## src/rtl/tlcd_pkg.sv

```systemverilog
// Shared types, constants and the Cyrillic recoding table for the LCD text formatter.
`timescale 1ns / 1ps

package tlcd_pkg;

  // Display geometry
  localparam int Rows = 2;
  localparam int Cols = 16;

  localparam int RowW = (Rows > 1) ? $clog2(Rows) : 1;
  localparam int ColW = $clog2(Cols + 1);

  // Controller command bytes
  localparam logic [7:0] CmdFunctionSet = 8'h3C;
  localparam logic [7:0] CmdDisplayOn   = 8'h0C;
  localparam logic [7:0] CmdClear       = 8'h01;
  localparam logic [7:0] CmdEntryMode   = 8'h06;
  localparam logic [7:0] CmdSetAddr     = 8'h80;
  localparam logic [7:0] CyrFirst       = 8'd192;

  // Cursor mode codes
  localparam logic [7:0] CursorModeMax     = 8'd3;
  localparam logic [1:0] CursorModeDefault = 2'd2;

  // Init sequence step codes
  localparam logic [2:0] InitStepFunction      = 3'd0;
  localparam logic [2:0] InitStepFunctionAgain = 3'd1;
  localparam logic [2:0] InitStepDisplay       = 3'd2;
  localparam logic [2:0] InitStepClear         = 3'd3;
  localparam logic [2:0] InitStepLast          = 3'd4;

  typedef enum logic [2:0] {
    OP_PUT_CHAR   = 3'd0,
    OP_CLEAR      = 3'd1,
    OP_SET_POS    = 3'd2,
    OP_SET_CURSOR = 3'd3,
    OP_INIT       = 3'd4
  } op_e;

  localparam logic [7:0] CyrRom [64] = '{
    8'h41, 8'hA0, 8'h42, 8'hA1, 8'hE0, 8'h45, 8'hA3, 8'h33,
    8'hA5, 8'hA6, 8'h4B, 8'hA7, 8'h4D, 8'h48, 8'h4F, 8'hA8,
    8'h50, 8'h43, 8'h54, 8'hA9, 8'hAA, 8'h58, 8'hE1, 8'hAB,
    8'hAC, 8'hE2, 8'hAD, 8'hAE, 8'h62, 8'hAF, 8'hB0, 8'hB1,
    8'h61, 8'hB2, 8'hB3, 8'hB4, 8'hE3, 8'h65, 8'hB6, 8'hB7,
    8'hB8, 8'hB9, 8'hBA, 8'hBB, 8'hBC, 8'hBD, 8'h6F, 8'hBE,
    8'h70, 8'h63, 8'hBF, 8'h79, 8'hE4, 8'h78, 8'hE5, 8'hC0,
    8'hC1, 8'hE6, 8'hC2, 8'hC3, 8'hC4, 8'hC5, 8'hC6, 8'hC7
  };

  // Recode a Windows-1251 byte for the display character generator
  function automatic logic [7:0] recode_char(logic [7:0] ch);
    logic [7:0] res;
    if (ch < CyrFirst) begin
      res = ch;
    end else begin
      res = CyrRom[ch[5:0]];
    end
    return res;
  endfunction

endpackage

```

## src/rtl/text_to_char_lcd_commands_unit.sv

```systemverilog
// Top level: formats display operations into the command/data byte stream of a character LCD.
// An accepted operation is held in the operation register; each of its results is computed from
// it and loaded into the output register. Throughput: one result per cycle while the output
// register is free; put_char yields one result, or two when the line wraps, init yields five,
// clear/set_pos/set_cursor yield one, and unknown ops are dropped without a result or a wait.
// Reset (rst_ni low, asynchronous) empties both registers and homes the cursor to 0,0.
`timescale 1ns / 1ps

module text_to_char_lcd_commands_unit (
  input  logic        clk_i,
  input  logic        rst_ni,
  input  logic        s_axis_tvalid_i,
  output logic        s_axis_tready_o,
  // op[2:0], char_code[10:3], target_row[18:11], target_col[26:19], cursor_mode[34:27], zero
  input  logic [39:0] s_axis_tdata_i,
  output logic        m_axis_tvalid_o,
  input  logic        m_axis_tready_i,
  // lcd_byte[7:0], cursor_row[8], cursor_col[13:9], zero
  output logic [15:0] m_axis_tdata_o,
  // is_data[0]
  output logic        m_axis_tuser_o,
  output logic        m_axis_tlast_o
);

  localparam int RowW = tlcd_pkg::RowW;
  localparam int ColW = tlcd_pkg::ColW;

  // Held operation
  logic       item_vld_q;
  logic [2:0] op_q;
  logic [7:0] char_q, trow_q, tcol_q, mode_q;
  logic [2:0] idx_q;

  // Cursor state
  logic [RowW-1:0] row_q, row_d;
  logic [ColW-1:0] col_q, col_d;

  // Output register
  logic       out_vld_q;
  logic [7:0] out_byte_q, byte_d;
  logic       out_data_q, data_d;
  logic       out_row_q;
  logic [4:0] out_col_q;
  logic       out_last_q, last_d;

  logic out_free, known, step, release_item;
  logic [RowW-1:0] trow_clamp;
  logic [ColW-1:0] tcol_clamp;
  logic [1:0]      mode_fix;

  assign out_free     = !out_vld_q || m_axis_tready_i;
  assign step         = item_vld_q && (out_free || !known);
  assign release_item = step && (last_d || !known);

  assign s_axis_tready_o = !item_vld_q || release_item;

  // Clamp set_pos targets and fix cursor mode
  always_comb begin
    if (trow_q > 8'(tlcd_pkg::Rows - 1)) begin
      trow_clamp = RowW'(tlcd_pkg::Rows - 1);
    end else begin
      trow_clamp = trow_q[RowW-1:0];
    end
    if (tcol_q > 8'(tlcd_pkg::Cols - 1)) begin
      tcol_clamp = ColW'(tlcd_pkg::Cols - 1);
    end else begin
      tcol_clamp = tcol_q[ColW-1:0];
    end
    if (mode_q > tlcd_pkg::CursorModeMax) begin
      mode_fix = tlcd_pkg::CursorModeDefault;
    end else begin
      mode_fix = mode_q[1:0];
    end
  end

  // Compute the next result and the cursor after it
  always_comb begin
    known  = 1'b1;
    byte_d = '0;
    data_d = 1'b0;
    last_d = 1'b1;
    row_d  = row_q;
    col_d  = col_q;
    unique case (op_q)
      tlcd_pkg::OP_PUT_CHAR: begin
        if (col_q >= ColW'(tlcd_pkg::Cols)) begin
          // wrap to next line, or to the top from the last line
          if (row_q == RowW'(tlcd_pkg::Rows - 1)) begin
            row_d = '0;
          end else begin
            row_d = row_q + RowW'(1);
          end
          col_d  = '0;
          byte_d = tlcd_pkg::CmdSetAddr | 8'({row_d, 6'b0});
          last_d = 1'b0;
        end else begin
          col_d  = col_q + ColW'(1);
          byte_d = tlcd_pkg::recode_char(char_q);
          data_d = 1'b1;
        end
      end
      tlcd_pkg::OP_CLEAR: begin
        row_d  = '0;
        col_d  = '0;
        byte_d = tlcd_pkg::CmdClear;
      end
      tlcd_pkg::OP_SET_POS: begin
        row_d  = trow_clamp;
        col_d  = tcol_clamp;
        byte_d = tlcd_pkg::CmdSetAddr | (8'({trow_clamp, 6'b0}) + 8'(tcol_clamp));
      end
      tlcd_pkg::OP_SET_CURSOR: begin
        byte_d = tlcd_pkg::CmdDisplayOn | {6'b0, mode_fix};
      end
      tlcd_pkg::OP_INIT: begin
        last_d = (idx_q == tlcd_pkg::InitStepLast);
        case (idx_q)
          tlcd_pkg::InitStepFunction,
          tlcd_pkg::InitStepFunctionAgain: byte_d = tlcd_pkg::CmdFunctionSet;
          tlcd_pkg::InitStepDisplay:       byte_d = tlcd_pkg::CmdDisplayOn;
          tlcd_pkg::InitStepClear: begin
            byte_d = tlcd_pkg::CmdClear;
            row_d  = '0;
            col_d  = '0;
          end
          default:    byte_d = tlcd_pkg::CmdEntryMode;
        endcase
      end
      default: begin
        known = 1'b0;
      end
    endcase
  end

  // Operation register, step counter and cursor
  always_ff @(posedge clk_i or negedge rst_ni) begin
    if (!rst_ni) begin
      item_vld_q <= 1'b0;
      idx_q      <= '0;
      row_q      <= '0;
      col_q      <= '0;
    end else begin
      if (step && known) begin
        row_q <= row_d;
        col_q <= col_d;
      end
      if (s_axis_tvalid_i && s_axis_tready_o) begin
        item_vld_q <= 1'b1;
        idx_q      <= '0;
      end else if (release_item) begin
        item_vld_q <= 1'b0;
        idx_q      <= '0;
      end else if (step) begin
        idx_q <= idx_q + 3'd1;
      end
    end
  end

  // Capture the incoming transaction payload
  always_ff @(posedge clk_i) begin
    if (s_axis_tvalid_i && s_axis_tready_o) begin
      op_q   <= s_axis_tdata_i[2:0];
      char_q <= s_axis_tdata_i[10:3];
      trow_q <= s_axis_tdata_i[18:11];
      tcol_q <= s_axis_tdata_i[26:19];
      mode_q <= s_axis_tdata_i[34:27];
    end
  end

  // Output register valid
  always_ff @(posedge clk_i or negedge rst_ni) begin
    if (!rst_ni) begin
      out_vld_q <= 1'b0;
    end else if (step && known) begin
      out_vld_q <= 1'b1;
    end else if (m_axis_tready_i) begin
      out_vld_q <= 1'b0;
    end
  end

  // Output register payload
  always_ff @(posedge clk_i) begin
    if (step && known) begin
      out_byte_q <= byte_d;
      out_data_q <= data_d;
      out_row_q  <= row_d[0];
      out_col_q  <= 5'(col_d);
      out_last_q <= last_d;
    end
  end

  assign m_axis_tvalid_o = out_vld_q;
  assign m_axis_tdata_o  = {2'b0, out_col_q, out_row_q, out_byte_q};
  assign m_axis_tuser_o  = out_data_q;
  assign m_axis_tlast_o  = out_last_q;

endmodule

```

## config.mk

```make
export PLATFORM = sky130hd
export DESIGN_NAME = text_to_char_lcd_commands_unit
export DESIGN_NICKNAME = d
export VERILOG_FILES = /design/src/rtl/tlcd_pkg.sv /design/src/rtl/text_to_char_lcd_commands_unit.sv
export SDC_FILE = /design/constraint.sdc
export NUM_CORES = 1
export LEC_CHECK = 0
export BUFFER_PORTS_ARGS = -buffer_cell sky130_fd_sc_hd__buf_2
export CELL_PAD_IN_SITES_DETAIL_PLACEMENT = 2
export CELL_PAD_IN_SITES_GLOBAL_PLACEMENT = 2
export CORE_UTILIZATION = 39
export CTS_BUF_LIST = sky130_fd_sc_hd__clkbuf_4 sky130_fd_sc_hd__clkbuf_8
export CTS_CLUSTER_SIZE = 12
export DETAILED_ROUTE_END_ITERATION = 10
export PLACE_DENSITY = 0.9
export SLEW_MARGIN = 5
export SYNTH_ARGS = -nofsm -noshare
export SYNTH_HDL_FRONTEND = slang
export SYNTH_SLANG_ARGS = --single-unit
```

## constraint.sdc

```tcl
create_clock -name clk_i -period 4.3 [get_ports clk_i]
set_input_delay 1.29 -clock clk_i [delete_from_list [all_inputs] [get_ports clk_i]]
set_output_delay 1.29 -clock clk_i [all_outputs]
set_load 0.005 [all_outputs]
```

# Word-level counts from Yosys, hierarchy flattened
# Memory sizes are Yosys's and may differ from the RTL's.
# Index checks and enable logic that the tools add are counted.
# word_totals
register_bits	62
mem_bits_ro	512
inputBits	44
output_inout_bits	20
word_cells	79
n_memories	1
# mem_list
memory	words	width	rd	rd_clocked_by_memory_dff	write_ports	line_no	source
(name not given)	64	8	1	0	0	tlcd_pkg.sv:57	res = CyrRom[ch[5:0]];
# classes
addsub	4
order_cmp	6
eq_ne	8
muxes	26
bitwise	1
n_reduce_logical	18
# ops
op	count
8-bit one-hot mux with 5 select lines	1
8-bit 2-to-1 mux	4
5-bit one-hot mux with 4 select lines	1
6-bit one-hot mux with 3 select lines	1
5-bit 2-to-1 mux	3
3-bit by 2-bit == test with 1-bit output (second input constant)	4
1-bit 2-to-1 mux	10
3-bit 2-to-1 mux	3
8-bit by 1-bit > comparator with 1-bit output (second input constant)	1
8-bit by 2-bit > comparator with 1-bit output (second input constant)	1
8-bit by 4-bit > comparator with 1-bit output (second input constant)	1
8-bit < comparator (second input constant)	1
7-bit by 5-bit adder with 7-bit output	1
7-bit greater-or-equal comparator (second input constant)	1
6-bit NOT with 7-bit output	1
3-bit by 1-bit == test with 1-bit output (second input constant)	2
3-bit == test (second input constant)	2
3-bit zero test	2
5-bit by 1-bit adder with 5-bit output (second input constant)	1
5-bit greater-or-equal comparator (second input constant)	1
5-bit OR reduction	1
1-bit logical AND	4
1-bit logical OR	4
1-bit one-hot mux with 4 select lines	1
other kinds (8)	11

# Longest topological paths before layout
# Gate-level depths: netlist of the first run.
# logic_depth
ltp_word	10
depth_mapped	9
ltp_nobuf	7

# Worst setup path before layout of the first run
# OpenSTA, ideal clock, no wires.
# synth_timing
path_type	input port to output port
startpoint	in m_axis_tready_i
endpoint	out s_axis_tready_o
arrival_time_ns	1.931
t_required_ns	3.010
setup_slack_ns	1.079
stages	3
path_buffers	0
path_cell_list	nand2b_1 -> o21ai_1 -> o21ai_0
# synth_between
elab_chain_cells	5
# synth_rtl
item	line_no	source
start: declaration	text_to_char_lcd_commands_unit.sv:17	input logic m_axis_tready_i,
1-bit logical OR	text_to_char_lcd_commands_unit.sv:51	assign out_free = !out_vld_q || m_axis_tready_i;
1-bit logical OR	text_to_char_lcd_commands_unit.sv:52	assign step = item_vld_q && (out_free || !known);
1-bit logical AND	text_to_char_lcd_commands_unit.sv:52	
1-bit logical AND	text_to_char_lcd_commands_unit.sv:53	assign release_item = step && (last_d || !known);
1-bit logical OR	text_to_char_lcd_commands_unit.sv:55	assign s_axis_tready_o = !item_vld_q || release_item;
end: declaration	text_to_char_lcd_commands_unit.sv:13	output logic s_axis_tready_o,
# No other way between the ends.

# Final worst setup path of the first run
# Ends and elaborated chain as after synthesis.

==> metrics.txt, run 1 <==
layout cell share with drive strength beyond 1 0.210; Starting DRT DRC Count approximately 190; vias per cell ~6; Leakage about 1.6 nW; Routed WL per cell around 23 microns; Slowest-stage cell, CP o21ai_1; vias in the first global route approximately 3200; Critical Path Max Stage Delay about 420 ps; GP Congestion 0.796; TritonCTS Buffers 9; Buf/Inv on CP 2; final worst setup slack about 550 ps; total power density per cell area ~470 nW/um^2; final WL between 10 and 15 mm; final hold violation count 0; Async SR Flop Fraction 0.177; GRT overflow 0; Crit Path Max Fanout 7; Worst Path Class, Setup input port to output pin; CTS tree yes; total core area 8380 sq um; setup TNS 0 ps; detailed-placement wirelength estimate 7.60 mm; CP Data Required Time 3010 ps; Synth Instances 326; Worst slew margin 0.511; post-synthesis sequential area ratio 0.525; Post-Route Skew between 10 and 15 ps; outcome finished clean; Syn Area/Cell approximately 11 sq um; Final Setup Violations 0; area leader, netlist edfxtp_1; CP top delay family compound AO/OA/AOI/OAI gates; initial antenna violation count 0; Fmax roughly 270 MHz; Final #Nets ~430; Main synth FF type edfxtp_1; Area contributors post-synth edfxtp_1, dfrtp_1, ha_1, o21ai_0, nand2_1; worst skew pair latency 350 ps; Yosys reg bits 62; RSZ-0062 raised after global routing false; Die Span Y roughly 96 microns; Post-synth EDFFs 51; crit end category output pin; # hold bufs at CTS 0; total iterations of the first detailed-routing run 4; Routed Antenna Nets 0; Placed Instances between 400 and 500; I/O pins 64; post-route non-filler standard cell count between 400 and 500; Setup Buffers After CTS 0; Slew Limit Fails 0; Max clock buf depth 2; worst slack, placed around 620 ps; worst hold slack between 500 and 600 ps; CP most frequent cell buf_2; Mapped Area ~3400 sq um; CTS Root Cell clkbuf_8; Synth cell types 56; crit start category input port; # diodes 0; All-Layer GR Usage 0.262; post-synth top area share 0.445; Worst VDD drop 0.000284 V; max-cap violation count 0; CTS H-tree lvls 3; PostCTS Resize Cnt 0; Arr. time, crit path about 2500 ps; Min Clock Period, post-route roughly 3800 ps; actual slew at the worst max-slew pin around 730 ps; CP Cell Sequence buf_2, nand2b_1, o21ai_1, o21ai_0, buf_2; largest net degree at the start of global routing 38; Initial Utilization 0.411; top-count cell post-synth edfxtp_1; clock sink count 62; DR vias ~2900; clock transition at the registers of the reported paths roughly 70 ps; PortBufs 56; Site Rows 33; first-pass GRT wire length approximately 17 mm; period utilization 0.873; P&R area growth vs syn 16.9%; Die Wd between 90 and 100 microns; Post-synth top cells edfxtp_1, nand2_1, o21ai_0, a21oi_1, inv_1; die area 9210 sq um; drc violations 0; Yosys warning total 0; HP Class flip-flop to flip-flop
==> worst min-delay path, stage by stage (launching register included) <==
cell     delay, ps
dfrtp_1        370
a21oi_1         70
nor2_1          80
==> routing by layer <==
metal	track usage	wire length, microns
met5	0	0
met4	0.0920	182
met2	0.463	5850
met1	0.317	4570
met3	0.0490	511
==> power by group <==
part	total (mW)	switching, mW	internal, mW	leakage [nW]
registers	0.840	0.0848	0.755	0.626
logic	0.367	0.231	0.136	0.846
clock network	0.666	0.270	0.395	0.127
total	1.87	0.586	1.29	1.60
==> final cells by class <==
| type | count | area, sq um |
|---|---|---|
| multi-input combinational | 225 | 1460 |
| clock buffer | 9 | 124 |
| inverter | 18 | 67.6 |
| timing repair buffer | 60 | 310 |
| clock inverter | 7 | 128 |
| sequential | 62 | 1810 |
| fill | 906 | 4360 |
| tap | 105 | 131 |
==> kinds of logic after synthesis <==
family / Yosys count / share of synthesized area
flip-flops: 62 / 0.525
other: 1 / 0.00109
buffers and inverters: 40 / 0.0534
AND/OR/NAND/NOR: 98 / 0.145
adder cells (fa/ha/maj): 14 / 0.0509
AO/OA/AOI/OAI: 110 / 0.222
multiplexers: 1 / 0.00291
==> stage by stage <==
| stage | utilization | power [mW] | area (sq um) |
|---|---|---|---|
| 3_5_place_dp | 0.450 | 1.20 | 3770 |
| 6_report | 0.480 | 1.87 | 4020 |
| 2_1_floorplan | - | 1.05 | 3450 |
| 3_3_place_gp | 0.450 | 1.16 | 3770 |
| 5_1_grt | 0.480 | 1.96 | 4020 |
| 4_1_cts | 0.480 | 1.88 | 4020 |
==> state kept, by name (all words and copies together) (netlist names), 3 cells and up <==
| register | cells |
|---|---|
| idx_q | 3 |
| tcol_q | 8 |
| trow_q | 8 |
| op_q | 3 |
| mode_q | 8 |
| out_byte_q | 8 |
| char_q | 8 |
| col_q | 5 |
| out_col_q | 5 |
==> worst paths after layout <==
check	start	end	slack, ps	cells after the start
setup reg to reg	char_q[0]	out_byte_q[2]	1380	7
hold / removal	idx_q[2]	idx_q[2]	570	2
min in group asynchronous	rst_ni	col_q[2]	830	1
hold reg to reg	idx_q[2]	idx_q[2]	570	2
max in group asynchronous	rst_ni	col_q[1]	3210	1
setup / recovery	m_axis_tready_i	s_axis_tready_o	550	5
==> layout by cell type, fill, tap and decap left out, types with 2 or more instances in the layout <==
cell type	count
a311oi_1	5
and3_1	3
ha_1	14
a21boi_0	3
o211ai_1	9
o31ai_1	8
and2_1	3
nand3b_1	2
a2111oi_0	2
o311a_1	4
a21o_1	3
nor3_1	6
or2_2	2
a31oi_1	5
inv_1	16
o311ai_0	5
or3_1	3
conb_1	2
nand2_1	29
inv_6	3
a21oi_1	17
nand4_1	2
clkbuf_8	9
o2111ai_1	3
bufinv_16	3
a211oi_1	5
dfrtp_1	11
nor2b_1	10
o221ai_1	3
buf_4	4
nand3_1	6
nor3b_1	2
o21ai_0	25
nor4_1	4
nand2b_1	8
edfxtp_1	51
nor2_1	15
buf_2	56
a22oi_1	2
(Power assumes the default switching activity.)
==> inputs of run 2 (changes only) <==
--- a/config.mk
+++ b/config.mk
@@ -5,6 +5,7 @@
 export SDC_FILE = /design/constraint.sdc
 export NUM_CORES = 1
 export LEC_CHECK = 0
+export ABC_AREA = 0
 export BUFFER_PORTS_ARGS = -buffer_cell sky130_fd_sc_hd__buf_2
 export CELL_PAD_IN_SITES_DETAIL_PLACEMENT = 2
 export CELL_PAD_IN_SITES_GLOBAL_PLACEMENT = 2
==> constraint.sdc (replaced) <==
create_clock -name clk_i -period 4.7 [get_ports clk_i]
set_input_delay 1.41 -clock clk_i [delete_from_list [all_inputs] [get_ports clk_i]]
set_output_delay 1.41 -clock clk_i [all_outputs]
set_load 0.005 [all_outputs]
==> run 2 against run 1 <==
Net effect: hold slack better by 19 ps; flip-flop and latch count stayed put; power decreased by 19%; sequential power down 8.5%; largest power group unchanged; combinational power shrank 12%; sequential share of layout area increased by 0.97 points; first-iteration DRC count fell by 12%; register-to-register slack better by 340 ps; core utilization decreased by 1.0 points; critical path depth stayed put; die area is the same; cell area fell by 2.1%.
==> metrics.txt, run 2 (synthesis gave the netlist of run 1 again) <==
GP Congestion 0.792; Detail Route met2 WL between 5 and 6 mm; # hold bufs at CTS 0; first-pass GRT wire length around 16 mm; final hold violation count 0; vias per cell roughly 6.0; Post-Route Skew roughly 13 ps; Routed WL per cell roughly 22 microns; Final #Nets 433; worst skew pair latency between 300 and 400 ps; PortBufs between 50 and 60; All-Layer GR Usage 0.246; total iterations of the first detailed-routing run 5; Slowest-stage cell, CP o21ai_1; Placed Instances 469; area of the multi-input gates about 1500 sq um; Min Clock Period, post-route roughly 4000 ps; WL met3 ~400 microns; die area 9210 sq um; vias in the first global route just over 3000; Starting DRT DRC Count ~160; Leakage roughly 1.6 nW; DR vias roughly 2900; CP Launch Point m_axis_tready_i; final WL approximately 11 mm; Die Span Y 95.9 microns; CP Cell Sequence buf_2, nand2b_1, o21ai_1, o21ai_0, buf_2; # diodes 0; most common cell after layout, fill and taps aside buf_2; period utilization 0.844; Setup Buffers After CTS 0; CP most frequent cell buf_2; GRT overflow 0; RSZ-0062 raised after global routing false; drc violations 0; Arr. time, crit path about 2600 ps; Max clock buf depth 2; Critical Path Max Stage Delay between 400 and 500 ps; initial antenna violation count 0; PostCTS Resize Cnt 0; Metal-1 WL between 4 and 5 mm; crit end category output pin; R2R cell count 7; Worst VDD drop 0.000266 V; clock sink count between 60 and 70; TritonCTS Buffers 9; HP Class flip-flop to flip-flop; switching share of total power 0.335; CTS tree yes; Comb pwr share 0.214; post-route non-filler standard cell count slightly below 500; Initial Utilization 0.411; WHS Path Cells 1; largest net degree at the start of global routing 38; internal power 1.01 mW; outcome finished clean; total core area approximately 8400 sq um; CTS H-tree lvls 3; worst min-delay path startpoint idx_q[0]; P&R area growth vs syn 14.4%; detailed-placement wirelength estimate between 7 and 8 mm; P_sw about 0.5 mW; Top Layer Used met4; Routed Antenna Nets 0; FF-to-FF setup slack approximately 1700 ps; actual slew at the worst max-slew pin approximately 840 ps; layout cell share with drive strength beyond 1 0.208; Worst Path Class, Setup input port to output pin; CTS Root Cell clkbuf_8; reg-to-reg startpoint char_q[0]; clock transition at the registers of the reported paths approximately 80 ps; r2r endpoint out_byte_q[2]; I/O pins 64; CP Data Required Time around 3300 ps; total power density per cell area about 380 nW/um^2; Site Rows 33; Slew Limit Fails 0; register area around 1800 sq um; Clk network pwr share 0.278; sequential power share 0.508; Fmax around 250 MHz; crit start category input port; Worst slew margin 0.440; fill count between 800 and 900; max-cap violation count 0; most frequent cells in the layout buf_2, edfxtp_1, nand2_1, o21ai_0, a21oi_1; Crit Path Max Fanout 7; Final Setup Violations 0; Die Wd about 96 microns; setup TNS 0 ps; WHS Endpoint idx_q[0]
-- run 2: changes by cell type in the layout (fill, tap and decap cells not counted) --
| cell | before | now |
|---|---|---|
| bufinv_16 | 3 | 0 |
| clkinv_2 | 0 | 3 |
| clkinv_4 | 0 | 3 |
| inv_6 | 3 | 1 |
| buf_4 | 4 | 3 |
| inv_8 | 1 | 0 |
-- run 2: critical path, delay by kind of cell --
family                 cells  cell delay [ps]
AO/OA/AOI/OAI              2              690
buffers and inverters      2              280
AND/OR/NAND/NOR            1              170
-- run 2: worst max-delay path by stage --
stage                            to
floorplan           s_axis_tready_o
global placement    s_axis_tready_o
detailed placement  s_axis_tready_o
CTS                 s_axis_tready_o
global route        s_axis_tready_o
finish              s_axis_tready_o
-- run 2: final cells by class --
class / count / share of cell area
Clock inverter: 7 / 0.0127
Clock buffer: 9 / 0.0315
Tap cell: 105 / 0.0334
Timing Repair Buffer: 59 / 0.0769
Inverter: 18 / 0.0172
Sequential cell: 62 / 0.459
Multi-Input combinational cell: 225 / 0.370
-- run 2: metrics by stage --
stage | hold slack [ps] | util | cell area, sq um | power (mW) | worst slack [ps]
5_1_grt | 618 | 0.470 | 3940 | 1.59 | 656
3_5_place_dp | 570 | 0.449 | 3760 | 1.10 | 728
6_report | 588 | 0.470 | 3940 | 1.51 | 733
3_3_place_gp | 513 | 0.449 | 3760 | 1.06 | 879
2_1_floorplan | 490 | - | 3450 | 0.963 | 1240
4_1_cts | 589 | 0.470 | 3940 | 1.53 | 746
-- run 2: power groups by stage --
stage / clock network [mW] / registers [mW] / logic (mW)
2_1_floorplan: 0 / 0.746 / 0.218
5_1_grt: 0.454 / 0.780 / 0.357
3_5_place_dp: 0 / 0.778 / 0.319
3_3_place_gp: 0 / 0.765 / 0.294
4_1_cts: 0.434 / 0.769 / 0.327
6_report: 0.422 / 0.769 / 0.324
-- run 2: layer usage --
layer,track usage,up-vias
met5,0,-
met4,0.0759,0
met3,0.0521,16
met2,0.429,76
met1,0.305,1468
li1,-,1333
